`src/hdl/imu_six_axis_kalman_lowpass_top_assert.svh`:
```
// Assertion macros used by the top-level RTL file of the IMU filter.
`ifndef IMU_SIX_AXIS_KALMAN_LOWPASS_TOP_ASSERT_SVH
`define IMU_SIX_AXIS_KALMAN_LOWPASS_TOP_ASSERT_SVH
`ifndef SYNTH
`define IKL_ASSERT(lbl, prop) \
    lbl: assert property (@(posedge clk) disable iff (!rst_n) prop) \
        else $error("imu filter check failed");
`define IKL_ASSERT_ALWAYS(lbl, prop) \
    lbl: assert property (@(posedge clk) prop) \
        else $error("imu filter check failed during reset");
`else
`define IKL_ASSERT(lbl, prop)
`define IKL_ASSERT_ALWAYS(lbl, prop)
`endif
`endif

```
`src/hdl/ikl_pkg.sv`:
```
package ikl_pkg;

    typedef struct packed {
        logic signed [15:0] accel_x;
        logic signed [15:0] accel_y;
        logic signed [15:0] accel_z;
        logic signed [15:0] rate_x;
        logic signed [15:0] rate_y;
        logic signed [15:0] rate_z;
    } sample_t;

    typedef struct packed {
        logic signed [31:0] accel_x_si;
        logic signed [31:0] accel_y_si;
        logic signed [31:0] accel_z_si;
        logic signed [31:0] rate_x_si;
        logic signed [31:0] rate_y_si;
        logic signed [31:0] rate_z_si;
    } result_t;

    localparam int CFG_INDEX_W = 3;
    localparam int CFG_DATA_W  = 48;
    localparam int MUL_A_W     = 32;
    localparam int MUL_B_W     = 33;
    localparam int MUL_P_W     = MUL_A_W + MUL_B_W;

    localparam logic [CFG_INDEX_W-1:0] REG_ACCEL_OFFSETS = 3'd0;
    localparam logic [CFG_INDEX_W-1:0] REG_GYRO_OFFSETS  = 3'd1;
    localparam logic [CFG_INDEX_W-1:0] REG_LOWPASS_ALPHA = 3'd2;
    localparam logic [CFG_INDEX_W-1:0] REG_ACCEL_GAIN    = 3'd3;
    localparam logic [CFG_INDEX_W-1:0] REG_GYRO_GAIN     = 3'd4;
    localparam logic [CFG_INDEX_W-1:0] REG_PROCESS_NOISE = 3'd5;
    localparam logic [CFG_INDEX_W-1:0] REG_MEASURE_NOISE = 3'd6;

    localparam logic [16:0] ALPHA_ONE        = 17'd65536;
    localparam logic [31:0] ACCEL_GAIN_RESET = 32'd2570740;
    localparam logic [31:0] GYRO_GAIN_RESET  = 32'd572220;
    localparam logic [31:0] PROC_NOISE_RESET = 32'd300648;
    localparam logic [31:0] MEAS_NOISE_RESET = 32'd1288490;
    localparam logic [31:0] COV_RESET        = 32'd85899346;
    localparam logic [32:0] KG_ONE           = 33'h1_0000_0000;

    function automatic logic [31:0] magnitude(input logic signed [32:0] v);
        logic signed [32:0] n;
        begin
            n = -v;
            magnitude = v[32] ? n[31:0] : v[31:0];
        end
    endfunction

endpackage

```
`src/hdl/ikl_mul.sv`:
```
module ikl_mul (
    input  logic                        clk,
    input  logic [ikl_pkg::MUL_A_W-1:0] a,
    input  logic [ikl_pkg::MUL_B_W-1:0] b,
    output logic [ikl_pkg::MUL_P_W-1:0] product
);
    import ikl_pkg::*;

    logic [MUL_P_W-1:0] product_reg;

    always_ff @(posedge clk)
    begin
        product_reg <= MUL_P_W'(a) * MUL_P_W'(b);
    end

    assign product = product_reg;

endmodule
```
`config.mk`:
```
export PLATFORM = sky130hd
export DESIGN_NAME = ikl_mul
export DESIGN_NICKNAME = d
export VERILOG_FILES = /design/src/hdl/imu_six_axis_kalman_lowpass_top_assert.svh /design/src/hdl/ikl_pkg.sv /design/src/hdl/ikl_mul.sv
export SDC_FILE = /design/constraint.sdc
export NUM_CORES = 2
export LEC_CHECK = 0
export BUFFER_PORTS_ARGS = -buffer_cell sky130_fd_sc_hd__buf_4
export CAP_MARGIN = 20
export CORE_MARGIN = 2
export CORE_UTILIZATION = 60
export CTS_CLUSTER_DIAMETER = 120
export CTS_CLUSTER_SIZE = 16
export DETAILED_ROUTE_END_ITERATION = 12
export PLACE_DENSITY = 0.91
export SETUP_SLACK_MARGIN = 0.02
export SYNTH_ARGS = -nofsm -noshare
export SYNTH_HDL_FRONTEND = slang
export SYNTH_SLANG_ARGS = --single-unit
```
`constraint.sdc`:
```
create_clock -name clk -period 8.2 [get_ports clk]
set_clock_uncertainty 0.05 [all_clocks]
set_input_delay 1.23 -clock clk [delete_from_list [all_inputs] [get_ports clk]]
set_output_delay 1.23 -clock clk [all_outputs]
set_load 0.03 [all_outputs]
```
==> impl_metrics.ini <==
[yosys]
synth_edf_count = 0
async_flop_share = 0
yosysTopAreaCell = fa_1
ys_top_cells_by_count = inv_1 (930), fa_1 (926), nand2_1 (632), and2_1 (488), ha_1 (264)
synth_warnings = 0
yosysSeqAreaShare = 0.0366
syn_inst = 3929
synthFlopType = dfxtp_1
synth.distinct_cells = 67
ys_ff_latch = 65
yosysTopAreaCellShare = 0.521
syn_area_per_cell_um2 = 9.05
ys_top_cells_by_area = fa_1 (52%), inv_1 (9.8%), ha_1 (9.3%), and2_1 (8.6%), nand2_1 (6.7%)
synth_fp_nets = 5185
syn_area_um2 = 35600
synthMostInstantiatedCell = inv_1

[worst_hold_path]
hold_path.class = input pin to flip-flop
worstHoldPathCells = 2
holdPathEnd = product[0]$_DFF_P_
worstHoldStart = a[0]

[detailed_routing]
drt_pass1_iterations = 6
wire_per_inst_um = 20.5
totalWireLength_mm = 98.4
drt_iter0_drc = 2131
antenna_left = 0
drcViolationCount = 0
via_per_inst = 5.81
num_vias = 27900

[die]
die_w_um = 247
coreArea_um2 = 58800
die_y_um = 247
rows = 89
ioPinCount = 131
dieArea_um2 = 61200
start_util = 0.605

[sta]
fmax_ghz = 0.124
rsz0062_at_grt = true
period_share = 0.986
holdWs_ns = 1.37
maxSlewViolCount = 0
slew_headroom = 0.639
worstMarginPinSlew_ns = 0.536
layout_setup_ws_ns = 0.111
finalHoldViolCount = 0
min_period_ns = 8.09
setup_viol = 0

[clock_tree]
h-tree-depth = 3
cts_buffer_depth = 2
path_clk_slew_ns = 0.06
hold_buffers = 0
cts_sinks = 65
clockRootBuffer = clkbuf_16
cts_tree = yes
numCtsBuffers = 9

[global_routing]
antenna_found_initial = 4
grt_pass1_vias = 32000
overflow = 0
grt_pass1_wl_mm = 159
grt_max_degree = 34
grtUsageTotal = 0.336

[cells_and_area]
drive_above_1_share = 0.0847
largest_reg_flops = 65
syn_to_final_growth_pct = 8.10
fin_nets = 5278
final_util = 0.654
post-route-cell-area_um2 = 38400

[placement]
placed_area_um2 = 38000
dp_hpwl_mm = 82.7
dp_slack_ns = -0.219
gp_congestion = 0.946
port_buffers = 130

[critical_path]
end_kind = flip-flop
cp.arrival_ns = 8.28
cp_top_family = adder cells
cp_cell_sequence = buf_4, buf_4, buf_4, and2_1, fa_1, fa_1, inv_1, fa_1, inv_1, fa_1, inv_1, fa_1, inv_1, fa_1, fa_1, ha_1, ha_1, a21oi_1, o21bai_1, a21oi_1, a21boi_0, nor2_1, a211o_1, a311oi_1
worstPathMaxFanout = 14
cp.required_ns = 8.39
crit_type = input pin to flip-flop
worst-path-buf-inv = 7
crit_slowest_cell = fa_1
crit_top_cell = fa_1
worst-path-stages = 24
startpoint_type = input pin
max_stage_delay_ns = 0.68

[job]
cap_violations = 0

[outcome]
status = finished, final reports clean
-- repair_timing --
action,in CTS,in global routing
endpoints found under the setup margin,0,16
buffers inserted,0,1
endpoints found under the hold margin,0,0
gates resized for setup,0,29
-- cell usage in the layout, fill, tap and decap left out, drive strengths merged, types with 10 or more instances in the layout --
master	instances
a21oi	81
fa	926
nand4	13
xor2	23
clkbuf	10
xnor2	33
inv	930
a21o	27
nand2	632
dfxtp	65
nor2	37
nor3	12
o21ai	38
buf	299
and2	492
ha	264
nand3	20
o21bai	18
-- worst max path at each step --
stage                                endpoint  startpoint  slack (ns)
after CTS                 product[54]$_DFF_P_        a[9]        0.14
after floorplan           product[61]$_DFF_P_       b[28]        0.27
after global routing      product[61]$_DFF_P_       a[14]       -0.03
after global placement    product[54]$_DFF_P_        a[9]       -0.03
final                     product[58]$_DFF_P_       b[28]        0.11
after detailed placement  product[54]$_DFF_P_        a[9]       -0.22
-- logic make-up (layout without fill, tap and decap cells) --
kind of cell               Yosys count  count (layout)  synth area share
other                                0               4                 0
adders and majority gates         1190            1190             0.614
AOI/OAI and AO/OA                  224             224            0.0417
DFF                                 65              65            0.0366
buffers and inverters             1147            1245             0.121
muxes                                1               1          0.000317
and+or+nand+nor                   1246            1246             0.172
xor gates and xnor gates            56              56            0.0138
-- final cells by class --
class / count / area (um^2)
clock inverter: 6 / 91.3
antenna: 4 / 10.0
fill: 4196 / 20400
timing repair buffer: 299 / 2340
sequential: 65 / 1300
tap: 773 / 967
clock buffer: 10 / 239
multi-input combinational: 2717 / 30000
inverter: 930 / 3490
-- metrics by stage --
stage	setup TNS, ns	instances
after floorplan	0	3929
after global placement	-0.0484	4783
after detailed placement	-1.01	4783
after CTS	0	4799
after global routing	-0.0538	4803
final	0	4804
-- metal layers --
layer | GRT usage | wire length (um) | up-vias
met5 | 0 | 0 | -
met4 | 0.251 | 8610 | 0
met3 | 0.0681 | 8970 | 612
met2 | 0.585 | 50000 | 1756
met1 | 0.362 | 30800 | 14000
li1 | - | - | 11500
Power is not shown: default switching activity piles up to over one toggle a cycle in this logic, so the estimate is an artifact.
